$ cat src/sv/first_fit_slot_range_allocator_core_macros.svh
// Assertion macros used by the allocator datapath.
// Both macros need clk in scope; FFSRA_ASSERT also needs rst_n.
`ifndef FIRST_FIT_SLOT_RANGE_ALLOCATOR_CORE_MACROS_SVH
`define FIRST_FIT_SLOT_RANGE_ALLOCATOR_CORE_MACROS_SVH
`ifndef ASSERT_OFF
`define FFSRA_ASSERT(lbl, prop, msg) \
  lbl: assert property (@(posedge clk) disable iff (!rst_n) prop) else $error(msg);
`define FFSRA_ASSERT_ALWAYS(lbl, prop, msg) \
  lbl: assert property (@(posedge clk) prop) else $error(msg);
`else
`define FFSRA_ASSERT(lbl, prop, msg)
`define FFSRA_ASSERT_ALWAYS(lbl, prop, msg)
`endif
`endif

$ cat src/sv/ffsra_pkg.sv
`timescale 1ns / 1ps
package ffsra_pkg;

  // slots held in one row of the free map memory
  localparam int ROW_W = 8;

  localparam logic ACT_ALLOC = 1'b0;
  localparam logic ACT_FREE  = 1'b1;

  localparam logic [1:0] POOL_TARGET = 2'd0;
  localparam logic [1:0] POOL_DEPTH  = 2'd1;
  localparam logic [1:0] POOL_VIEW   = 2'd2;
  localparam logic [1:0] POOL_BAD    = 2'd3;

  typedef enum logic [2:0] {
    ST_OK      = 3'd0,
    ST_ZERO    = 3'd1,
    ST_FULL    = 3'd2,
    ST_RANGE   = 3'd3,
    ST_DOUBLE  = 3'd4,
    ST_BADPOOL = 3'd5
  } status_t;

  typedef enum logic [3:0] {
    S_CLEAR,
    S_IDLE,
    S_PRE,
    S_SCAN_RD,
    S_SCAN_EV,
    S_CHK_RD,
    S_CHK_EV,
    S_MARK_RD,
    S_MARK_WR,
    S_DONE
  } state_t;

  typedef struct packed {
    logic clr;
    logic latch;
    logic pre;
    logic scan;
    logic chk;
    logic mark;
    logic done;
  } ffsra_cmd_t;

  typedef struct packed {
    logic clr_last;
    logic pre_err;
    logic is_alloc;
    logic found;
    logic dbl;
    logic scan_last;
    logic rng_last;
    logic out_busy;
  } ffsra_sts_t;

endpackage

$ cat src/sv/first_fit_slot_range_allocator_core.sv
`timescale 1ns / 1ps
// First-fit slot range allocator over three pools (render target, depth,
// shader view). Each request is one transaction on the in_ channel
// (valid/ready): allocate a run of in_slot_count slots, or free the run at
// in_slot_index. Each request yields exactly one transaction on the out_
// channel carrying status, granted start and the pool's used count.
// Free maps live in one RAM, 8 slots per row, pools stacked by row.
// Requests are handled one at a time, each running through these states:
//   error caught by the up-front checks: the check state, then done;
//   allocate: check, scan rows to a fit or the last row, mark the fit, done;
//   free: check the range rows (ends on a double free), mark them, done.
// Each row visit has a read state and an evaluate or write state, since the
// RAM read is registered.
// After reset the block sweeps every RAM row to all-free, one row per cycle
// (TR + DR + VR rows, 160 with default sizes) with in_ready low.
// A result waits in the output register while out_ready is low; the next
// request is taken once the block is idle again.
module first_fit_slot_range_allocator_core
  import ffsra_pkg::*;
#(
  parameter int TARGET_SLOTS = 128,
  parameter int DEPTH_SLOTS  = 128,
  parameter int VIEW_SLOTS   = 1024
) (
  input  logic        clk,
  input  logic        rst_n,
  input  logic        in_valid,
  output logic        in_ready,
  input  logic        in_action,
  input  logic [1:0]  in_heap_select,
  input  logic [9:0]  in_slot_index,
  input  logic [10:0] in_slot_count,
  output logic        out_valid,
  input  logic        out_ready,
  output logic [2:0]  out_status,
  output logic [9:0]  out_start_slot,
  output logic [10:0] out_used_slots
);

  ffsra_cmd_t cmd;
  ffsra_sts_t sts;

  // sequence the scan, check and mark passes
  ffsra_ctrl u_ctrl (
    .clk      (clk),
    .rst_n    (rst_n),
    .in_valid (in_valid),
    .in_ready (in_ready),
    .sts      (sts),
    .cmd      (cmd)
  );

  // hold the request, free maps, used counters and the result register
  ffsra_dp #(
    .TARGET_SLOTS (TARGET_SLOTS),
    .DEPTH_SLOTS  (DEPTH_SLOTS),
    .VIEW_SLOTS   (VIEW_SLOTS)
  ) u_dp (
    .clk            (clk),
    .rst_n          (rst_n),
    .cmd            (cmd),
    .sts            (sts),
    .in_action      (in_action),
    .in_heap_select (in_heap_select),
    .in_slot_index  (in_slot_index),
    .in_slot_count  (in_slot_count),
    .out_valid      (out_valid),
    .out_ready      (out_ready),
    .out_status     (out_status),
    .out_start_slot (out_start_slot),
    .out_used_slots (out_used_slots)
  );

endmodule

$ cat src/sv/ffsra_ram.sv
`timescale 1ns / 1ps
module ffsra_ram #(
  parameter int WIDTH = 8,
  parameter int DEPTH = 16,
  localparam int AW = (DEPTH > 1) ? $clog2(DEPTH) : 1
) (
  input  logic             clk,
  input  logic             we,
  input  logic [AW-1:0]    waddr,
  input  logic [WIDTH-1:0] wdata,
  input  logic [AW-1:0]    raddr,
  output logic [WIDTH-1:0] rdata
);

  logic [WIDTH-1:0] mem [DEPTH];

  always_ff @(posedge clk) begin
    if (we) begin
      mem[waddr] <= wdata;
    end
    rdata <= mem[raddr];
  end

endmodule

$ cat src/sv/ffsra_ctrl.sv
`timescale 1ns / 1ps
module ffsra_ctrl
  import ffsra_pkg::*;
(
  input  logic       clk,
  input  logic       rst_n,
  input  logic       in_valid,
  output logic       in_ready,
  input  ffsra_sts_t sts,
  output ffsra_cmd_t cmd
);

  state_t state_r, state_nxt;

  always_ff @(posedge clk) begin
    if (!rst_n) begin
      state_r <= S_CLEAR;
    end else begin
      state_r <= state_nxt;
    end
  end

  always_comb begin
    state_nxt = state_r;
    case (state_r)
      S_CLEAR:   if (sts.clr_last) state_nxt = S_IDLE;
      S_IDLE:    if (in_valid) state_nxt = S_PRE;
      S_PRE: begin
        if (sts.pre_err) state_nxt = S_DONE;
        else if (sts.is_alloc) state_nxt = S_SCAN_RD;
        else state_nxt = S_CHK_RD;
      end
      S_SCAN_RD: state_nxt = S_SCAN_EV;
      S_SCAN_EV: begin
        if (sts.found) state_nxt = S_MARK_RD;
        else if (sts.scan_last) state_nxt = S_DONE;
        else state_nxt = S_SCAN_RD;
      end
      S_CHK_RD:  state_nxt = S_CHK_EV;
      S_CHK_EV: begin
        if (sts.dbl) state_nxt = S_DONE;
        else if (sts.rng_last) state_nxt = S_MARK_RD;
        else state_nxt = S_CHK_RD;
      end
      S_MARK_RD: state_nxt = S_MARK_WR;
      S_MARK_WR: state_nxt = sts.rng_last ? S_DONE : S_MARK_RD;
      S_DONE:    if (!sts.out_busy) state_nxt = S_IDLE;
      default:   state_nxt = S_CLEAR;
    endcase
  end

  always_comb begin
    cmd      = '0;
    in_ready = 1'b0;
    case (state_r)
      S_CLEAR:   cmd.clr = 1'b1;
      S_IDLE: begin
        in_ready  = 1'b1;
        cmd.latch = in_valid;
      end
      S_PRE:     cmd.pre = 1'b1;
      S_SCAN_EV: cmd.scan = 1'b1;
      S_CHK_EV:  cmd.chk = 1'b1;
      S_MARK_WR: cmd.mark = 1'b1;
      S_DONE:    cmd.done = !sts.out_busy;
      default:   cmd = '0;
    endcase
  end

endmodule

$ cat src/sv/ffsra_dp.sv
`timescale 1ns / 1ps
`include "first_fit_slot_range_allocator_core_macros.svh"
module ffsra_dp
  import ffsra_pkg::*;
#(
  parameter int TARGET_SLOTS = 128,
  parameter int DEPTH_SLOTS  = 128,
  parameter int VIEW_SLOTS   = 1024
) (
  input  logic        clk,
  input  logic        rst_n,
  input  ffsra_cmd_t  cmd,
  output ffsra_sts_t  sts,
  input  logic        in_action,
  input  logic [1:0]  in_heap_select,
  input  logic [9:0]  in_slot_index,
  input  logic [10:0] in_slot_count,
  output logic        out_valid,
  input  logic        out_ready,
  output logic [2:0]  out_status,
  output logic [9:0]  out_start_slot,
  output logic [10:0] out_used_slots
);

  localparam int TR   = (TARGET_SLOTS + ROW_W - 1) / ROW_W;
  localparam int DR   = (DEPTH_SLOTS + ROW_W - 1) / ROW_W;
  localparam int VR   = (VIEW_SLOTS + ROW_W - 1) / ROW_W;
  localparam int ROWS = TR + DR + VR;
  localparam int AW   = (ROWS > 1) ? $clog2(ROWS) : 1;
  localparam int BI   = $clog2(ROW_W);
  localparam int SWR  = $clog2(ROWS * ROW_W + 1);
  localparam int SW   = (SWR > 12) ? SWR : 12;

  logic              act_r;
  logic [1:0]        pool_r;
  logic [SW-1:0]     idx_r, cnt_r;
  logic [SW-1:0]     lo_r, hi_r;
  logic [SW-1:0]     run_len_r, run_start_r;
  logic [AW-1:0]     ptr_r, clr_row_r;
  status_t           st_r;
  logic [SW-1:0]     tgt_used_r, dep_used_r, view_used_r;
  logic              out_valid_r;
  status_t           out_status_r;
  logic [9:0]        out_start_r;
  logic [10:0]       out_used_r;

  logic [SW-1:0]     size, pre_hi, slot_base, rl, rs, fs, cur_used, new_used;
  logic [AW-1:0]     base, pool_rows, addr;
  logic              fnd, dbl;
  status_t           pre_st;
  logic [ROW_W-1:0]  rdata, wdata, in_rng, fb;
  logic              we;
  logic [AW-1:0]     waddr;

  always_comb begin
    case (pool_r)
      POOL_TARGET: begin
        size = SW'(TARGET_SLOTS); base = '0; pool_rows = AW'(TR);
        cur_used = tgt_used_r;
      end
      POOL_DEPTH: begin
        size = SW'(DEPTH_SLOTS); base = AW'(TR); pool_rows = AW'(DR);
        cur_used = dep_used_r;
      end
      POOL_VIEW: begin
        size = SW'(VIEW_SLOTS); base = AW'(TR + DR); pool_rows = AW'(VR);
        cur_used = view_used_r;
      end
      default: begin
        size = '0; base = '0; pool_rows = AW'(1); cur_used = '0;
      end
    endcase
  end

  assign addr      = base + ptr_r;
  assign slot_base = SW'(ptr_r) << BI;
  assign pre_hi    = idx_r + cnt_r - SW'(1);

  // request screening in check order
  always_comb begin
    if (pool_r == POOL_BAD) pre_st = ST_BADPOOL;
    else if (cnt_r == '0) pre_st = ST_ZERO;
    else if (act_r == ACT_ALLOC && cnt_r > size) pre_st = ST_FULL;
    else if (act_r == ACT_FREE && (idx_r >= size || cnt_r > size - idx_r)) pre_st = ST_RANGE;
    else pre_st = ST_OK;
  end

  // first-fit run tracking across the slots of one row
  always_comb begin
    rl  = run_len_r;
    rs  = run_start_r;
    fnd = 1'b0;
    fs  = '0;
    for (int b = 0; b < ROW_W; b++) begin
      fb[b] = rdata[b] && ((slot_base + SW'(b)) < size);
      if (!fnd) begin
        if (fb[b]) begin
          if (rl == '0) rs = slot_base + SW'(b);
          rl = rl + SW'(1);
        end else begin
          rl = '0;
        end
        if (rl >= cnt_r) begin
          fnd = 1'b1;
          fs  = rs;
        end
      end
    end
  end

  always_comb begin
    for (int b = 0; b < ROW_W; b++) begin
      in_rng[b] = ((slot_base + SW'(b)) >= lo_r) && ((slot_base + SW'(b)) <= hi_r);
    end
  end

  assign dbl   = |(rdata & in_rng);
  assign wdata = (act_r == ACT_FREE) ? (rdata | in_rng) : (rdata & ~in_rng);

  always_comb begin
    if (act_r == ACT_ALLOC) begin
      new_used = cur_used + cnt_r;
    end else begin
      new_used = (cur_used >= cnt_r) ? cur_used - cnt_r : '0;
    end
  end

  assign we    = cmd.clr | cmd.mark;
  assign waddr = cmd.clr ? clr_row_r : addr;

  ffsra_ram #(.WIDTH(ROW_W), .DEPTH(ROWS)) u_map (
    .clk   (clk),
    .we    (we),
    .waddr (waddr),
    .wdata (cmd.clr ? {ROW_W{1'b1}} : wdata),
    .raddr (addr),
    .rdata (rdata)
  );

  always_ff @(posedge clk) begin
    if (cmd.latch) begin
      act_r  <= in_action;
      pool_r <= in_heap_select;
      idx_r  <= SW'(in_slot_index);
      cnt_r  <= SW'(in_slot_count);
    end
    if (cmd.pre) begin
      st_r        <= pre_st;
      run_len_r   <= '0;
      run_start_r <= '0;
      lo_r        <= idx_r;
      hi_r        <= pre_hi;
      ptr_r       <= (act_r == ACT_ALLOC) ? '0 : AW'(idx_r >> BI);
    end
    if (cmd.scan) begin
      run_len_r   <= rl;
      run_start_r <= rs;
      if (fnd) begin
        lo_r  <= fs;
        hi_r  <= fs + cnt_r - SW'(1);
        ptr_r <= AW'(fs >> BI);
      end else if (ptr_r == pool_rows - AW'(1)) begin
        st_r <= ST_FULL;
      end else begin
        ptr_r <= ptr_r + AW'(1);
      end
    end
    if (cmd.chk) begin
      if (dbl) st_r <= ST_DOUBLE;
      else if (ptr_r == AW'(hi_r >> BI)) ptr_r <= AW'(lo_r >> BI);
      else ptr_r <= ptr_r + AW'(1);
    end
    if (cmd.mark) begin
      ptr_r <= ptr_r + AW'(1);
    end
    if (cmd.done) begin
      out_status_r <= st_r;
      out_start_r  <= (st_r == ST_OK && act_r == ACT_ALLOC) ? lo_r[9:0] : '0;
      out_used_r   <= (st_r == ST_OK) ? new_used[10:0] : cur_used[10:0];
    end
  end

  always_ff @(posedge clk) begin
    if (!rst_n) begin
      clr_row_r   <= '0;
      tgt_used_r  <= '0;
      dep_used_r  <= '0;
      view_used_r <= '0;
      out_valid_r <= 1'b0;
    end else begin
      if (cmd.clr) clr_row_r <= clr_row_r + AW'(1);
      if (cmd.done && st_r == ST_OK) begin
        case (pool_r)
          POOL_TARGET: tgt_used_r  <= new_used;
          POOL_DEPTH:  dep_used_r  <= new_used;
          POOL_VIEW:   view_used_r <= new_used;
          default:     tgt_used_r  <= tgt_used_r;
        endcase
      end
      if (cmd.done) out_valid_r <= 1'b1;
      else if (out_ready) out_valid_r <= 1'b0;
    end
  end

  always_comb begin
    sts           = '0;
    sts.clr_last  = (clr_row_r == AW'(ROWS - 1));
    sts.pre_err   = (pre_st != ST_OK);
    sts.is_alloc  = (act_r == ACT_ALLOC);
    sts.found     = fnd;
    sts.dbl       = dbl;
    sts.scan_last = (ptr_r == pool_rows - AW'(1));
    sts.rng_last  = (ptr_r == AW'(hi_r >> BI));
    sts.out_busy  = out_valid_r && !out_ready;
  end

  assign out_valid      = out_valid_r;
  assign out_status     = out_status_r;
  assign out_start_slot = out_start_r;
  assign out_used_slots = out_used_r;

  `FFSRA_ASSERT(a_done_no_overwrite, cmd.done |-> (!out_valid_r || out_ready),
    "result loaded over an untaken result")
  `FFSRA_ASSERT(a_used_bounded, (tgt_used_r <= SW'(TARGET_SLOTS)) &&
    (dep_used_r <= SW'(DEPTH_SLOTS)) && (view_used_r <= SW'(VIEW_SLOTS)),
    "used count exceeds pool size")
  `FFSRA_ASSERT(a_mark_in_range, cmd.mark |-> (ptr_r >= AW'(lo_r >> BI) &&
    ptr_r <= AW'(hi_r >> BI)), "mark write outside the granted range")
  `FFSRA_ASSERT(a_single_cmd, $onehot0({cmd.clr, cmd.latch, cmd.pre, cmd.scan,
    cmd.chk, cmd.mark, cmd.done}), "more than one datapath command")

endmodule

$ cat config.mk
export PLATFORM = sky130hd
export DESIGN_NAME = first_fit_slot_range_allocator_core
export DESIGN_NICKNAME = d
export VERILOG_FILES = /design/src/sv/ffsra_pkg.sv /design/src/sv/first_fit_slot_range_allocator_core.sv /design/src/sv/ffsra_ram.sv /design/src/sv/ffsra_ctrl.sv /design/src/sv/ffsra_dp.sv
export VERILOG_INCLUDE_DIRS = /design/src /design/src/sv
export SDC_FILE = /design/constraint.sdc
export NUM_CORES = 2
export LEC_CHECK = 0
export BUFFER_PORTS_ARGS = -buffer_cell sky130_fd_sc_hd__buf_4
export CAP_MARGIN = 20
export CORE_UTILIZATION = 40
export CTS_CLUSTER_SIZE = 24
export DETAILED_ROUTE_END_ITERATION = 7
export GPL_ROUTABILITY_DRIVEN = 0
export PLACE_DENSITY = 0.51
export SYNTH_ARGS = -nofsm -noshare
export SYNTH_HDL_FRONTEND = slang
export SYNTH_SLANG_ARGS = --single-unit
export TNS_END_PERCENT = 5
$ cat constraint.sdc
create_clock -name clk -period 22.9 [get_ports clk]
set_clock_uncertainty 0.15 [all_clocks]
set_input_delay 1.145 -clock clk [delete_from_list [all_inputs] [get_ports clk]]
set_output_delay 1.145 -clock clk [all_outputs]
set_load 0.01 [all_outputs]
==> results.json <==
{
  "tightest_slew_ns": 1.126,
  "layout.nets": 4844,
  "synth-edff-count": 1352,
  "drive_above_1_share": 0.1905,
  "synthArstFlopShare": 0,
  "p_leak_nw": 24.83,
  "die_w_um": 415.2,
  "clock_latency_ns": 0.80,
  "area_growth_syn_to_layout_pct": 11.76,
  "cts-htree-levels": 4,
  "yosysWarningCount": 0,
  "hp-class": "flip-flop to flip-flop",
  "worst_slack_ns": 3.215,
  "fin_crit_sh": 0.8596,
  "hpwlAfterDp_um": 121700,
  "portBuffers": 53,
  "num_io_pins": 54,
  "first_pass_iters": 6,
  "cts_tree": "done",
  "synth-seq-cells": 1444,
  "crit_family": "simple AND/OR/NAND/NOR gates",
  "max_stage_delay_ns": 0.77,
  "power_density_mw_per_mm2": 111.0,
  "yosysTopAreaCellShare": 0.5946,
  "yosysMostFrequentCell": "edfxtp_1",
  "ant_nets": 0,
  "cap_violations": 0,
  "synth_area_leader_cell": "edfxtp_1",
  "hold_violations": 0,
  "grt_use_total": 0.2231,
  "cp_common_cell": "o21ai_0",
  "setup_viol": 0,
  "status": "complete, no violations",
  "slew_violations": 0,
  "avgRoutedWirePerCell_um": 27.86,
  "cts_hold_buffers": 0,
  "fp.dieH_um": 415.2,
  "cts.path.max_buffers": 3,
  "synth.area.top_cells": "edfxtp_1 (59%), mux4_2 (14%), ha_1 (3.7%)",
  "antenna_found_initial": 0,
  "grt_pass1_wl_um": 283300,
  "crit_path_end_kind": "flip-flop",
  "cts_resized": 0,
  "seq_area_frac_synth": 0.6215,
  "period_needed_ns": 19.68,
  "max_freq_mhz": 50.80,
  "slew_headroom": 0.2491,
  "die_area_mm2": 0.1724,
  "remaining_drc_errors": 0,
  "crit_arrival_ns": 20.19,
  "wl_um": 193600,
  "rsz0062_at_grt": "no",
  "synth_nets": 4779,
  "start_kind": "flip-flop",
  "synth_ff_type": "edfxtp_1",
  "ir_worst_vdd_mv": 0.08887,
  "first_iter_violations": 3866,
  "synth.distinct_cells": 128,
  "crit_type": "flip-flop to flip-flop",
  "critPathMaxFanout": 22,
  "core_mm2": 0.1695,
  "rows": 151,
  "start_util": 0.4029,
  "grt_overflow": 0,
  "grt_max_degree": 161,
  "via_per_inst": 5.862,
  "crit_buf_inv": 7,
  "avgSynthCellArea_um2": 15.03,
  "grt_pass1_vias": 40528,
  "dp_slack_ns": 3.461,
  "cp_slowest_cell": "nor2_2",
  "vias": 40738,
  "required_ns": 23.41,
  "post_cts_buffers": 0,
  "root_buffer": "clkbuf_16",
  "syn-cell-area_mm2": 0.06828,
  "cts_inserted_buffers": 155,
  "cts_sinks": 1444,
  "syn_inst": 4542,
  "clk_pin_slew_worst_paths_ns": 0.06,
  "tns_ns": 0,
  "synth_top_cells_by_count": "edfxtp_1 (1,352), mux4_2 (416), nor2_1 (412)"
}
## through the flow
step                      cells  hold WS, ns  total power [mW]    util  area (µm²)
after floorplan            4542       0.2857             5.133       -       68280
after global placement     6665       0.2908             6.085  0.4205       71260
after detailed placement   6665       0.2976             6.082  0.4205       71260
after CTS                  6945       0.3065             8.541  0.4498       76230
after global routing       6948       0.3228             8.836  0.4503       76310
final                      6949       0.3040             8.470  0.4503       76310
## placed cells by master, fill, tap and decap left out, types with 35 or more instances in the layout
master,n
nor2_1,412
clkinv_1,36
a21o_1,56
edfxtp_1,1352
xnor2_1,45
nand4_1,38
clkbuf_1,37
nor2b_1,36
a21oi_1,211
nand3_1,79
xor2_1,35
a211oi_1,48
clkbuf_16,156
o21ai_0,109
inv_1,151
mux2i_1,46
nand2_1,309
ha_1,203
dfxtp_1,88
and3_1,37
nor3_1,86
mux4_2,416
buf_4,136
## power breakdown
group | total [mW] | internal (mW) | switching (mW)
Combinational | 3.03 | 1.27 | 1.76
Sequential | 2.99 | 2.88 | 0.114
Clock | 2.45 | 1.38 | 1.07
## worst register-to-register path, delay by kind of cell (launching register included)
kind / cells / cell delay [ns]
xor gates and xnor gates: 4 / 0.63
muxes: 1 / 0.29
DFF: 1 / 0.35
AOI/OAI and AO/OA: 36 / 7.07
buffers and inverters: 7 / 0.69
and+or+nand+nor: 36 / 7.20
adders and majority gates: 12 / 3.15
## final cells by class
type	instances	area, µm²
Multi-Input combinational cell	2709	24350
Tap cell	2218	2775
Antenna cell	1	2.502
Timing Repair Buffer	143	1184
Clock buffer	198	4111
Inverter	154	578.1
Fill cell	14853	93160
Sequential cell	1444	42460
Clock inverter	82	855.8
## registers in the layout, indices dropped and copies added (netlist names)
signal	flops
u_dp.dep_used_r	12
u_dp.idx_r	10
u_dp.pool_r	2
u_dp.lo_r	12
u_dp.out_used_slots	11
u_dp.u_map.mem	1280
u_dp.tgt_used_r	12
u_dp.run_start_r	12
u_dp.clr_row_r	8
u_ctrl.state_r	4
u_dp.hi_r	12
u_dp.u_map.rdata	8
u_dp.ptr_r	8
u_dp.act_r	1
u_dp.st_r	3
u_dp.out_status	3
u_dp.cnt_r	11
u_dp.out_start_slot	10
u_dp.out_valid	1
u_dp.view_used_r	12
u_dp.run_len_r	12
## layer usage
metal | vias to the layer above | part of all wire | global-route usage
met3 | 274 | 0.052 | 0.03316
met5 | - | 0 | 0
li1 | 18128 | - | -
met1 | 21124 | 0.44 | 0.3088
met2 | 1212 | 0.49 | 0.3686
met4 | 0 | 0.023 | 0.05738
## path summary, 6_finish.rpt
path                                   startpoint                               to  slack [ns]  cells after the start
setup / recovery         u_dp.pool_r[0]$_DFFE_PP_            u_dp.hi_r[11]$_DFF_P_        3.22                     96
hold / removal    u_dp.dep_used_r[5]$_SDFFE_PN0P_  u_dp.dep_used_r[5]$_SDFFE_PN0P_        0.30                      2
setup reg to reg         u_dp.pool_r[0]$_DFFE_PP_            u_dp.hi_r[11]$_DFF_P_        3.22                     96
hold reg to reg   u_dp.dep_used_r[5]$_SDFFE_PN0P_  u_dp.dep_used_r[5]$_SDFFE_PN0P_        0.30                      2
## cells by family (layout without fill, tap and decap cells)
| group | count (synthesis) | count (layout) | share of synthesized area |
|---|---|---|---|
| buffers and inverters | 389 | 577 | 0.02289 |
| adder cells (fa/ha/maj) | 211 | 211 | 0.03916 |
| AO/OA/AOI/OAI | 733 | 733 | 0.07533 |
| AND/OR/NAND/NOR | 1211 | 1211 | 0.08491 |
| flip-flops | 1444 | 1444 | 0.6215 |
| other | 0 | 1 | 0 |
| multiplexers | 473 | 473 | 0.1458 |
| XOR/XNOR | 81 | 81 | 0.01039 |
Note: power is estimated with default switching activity, not from simulation.
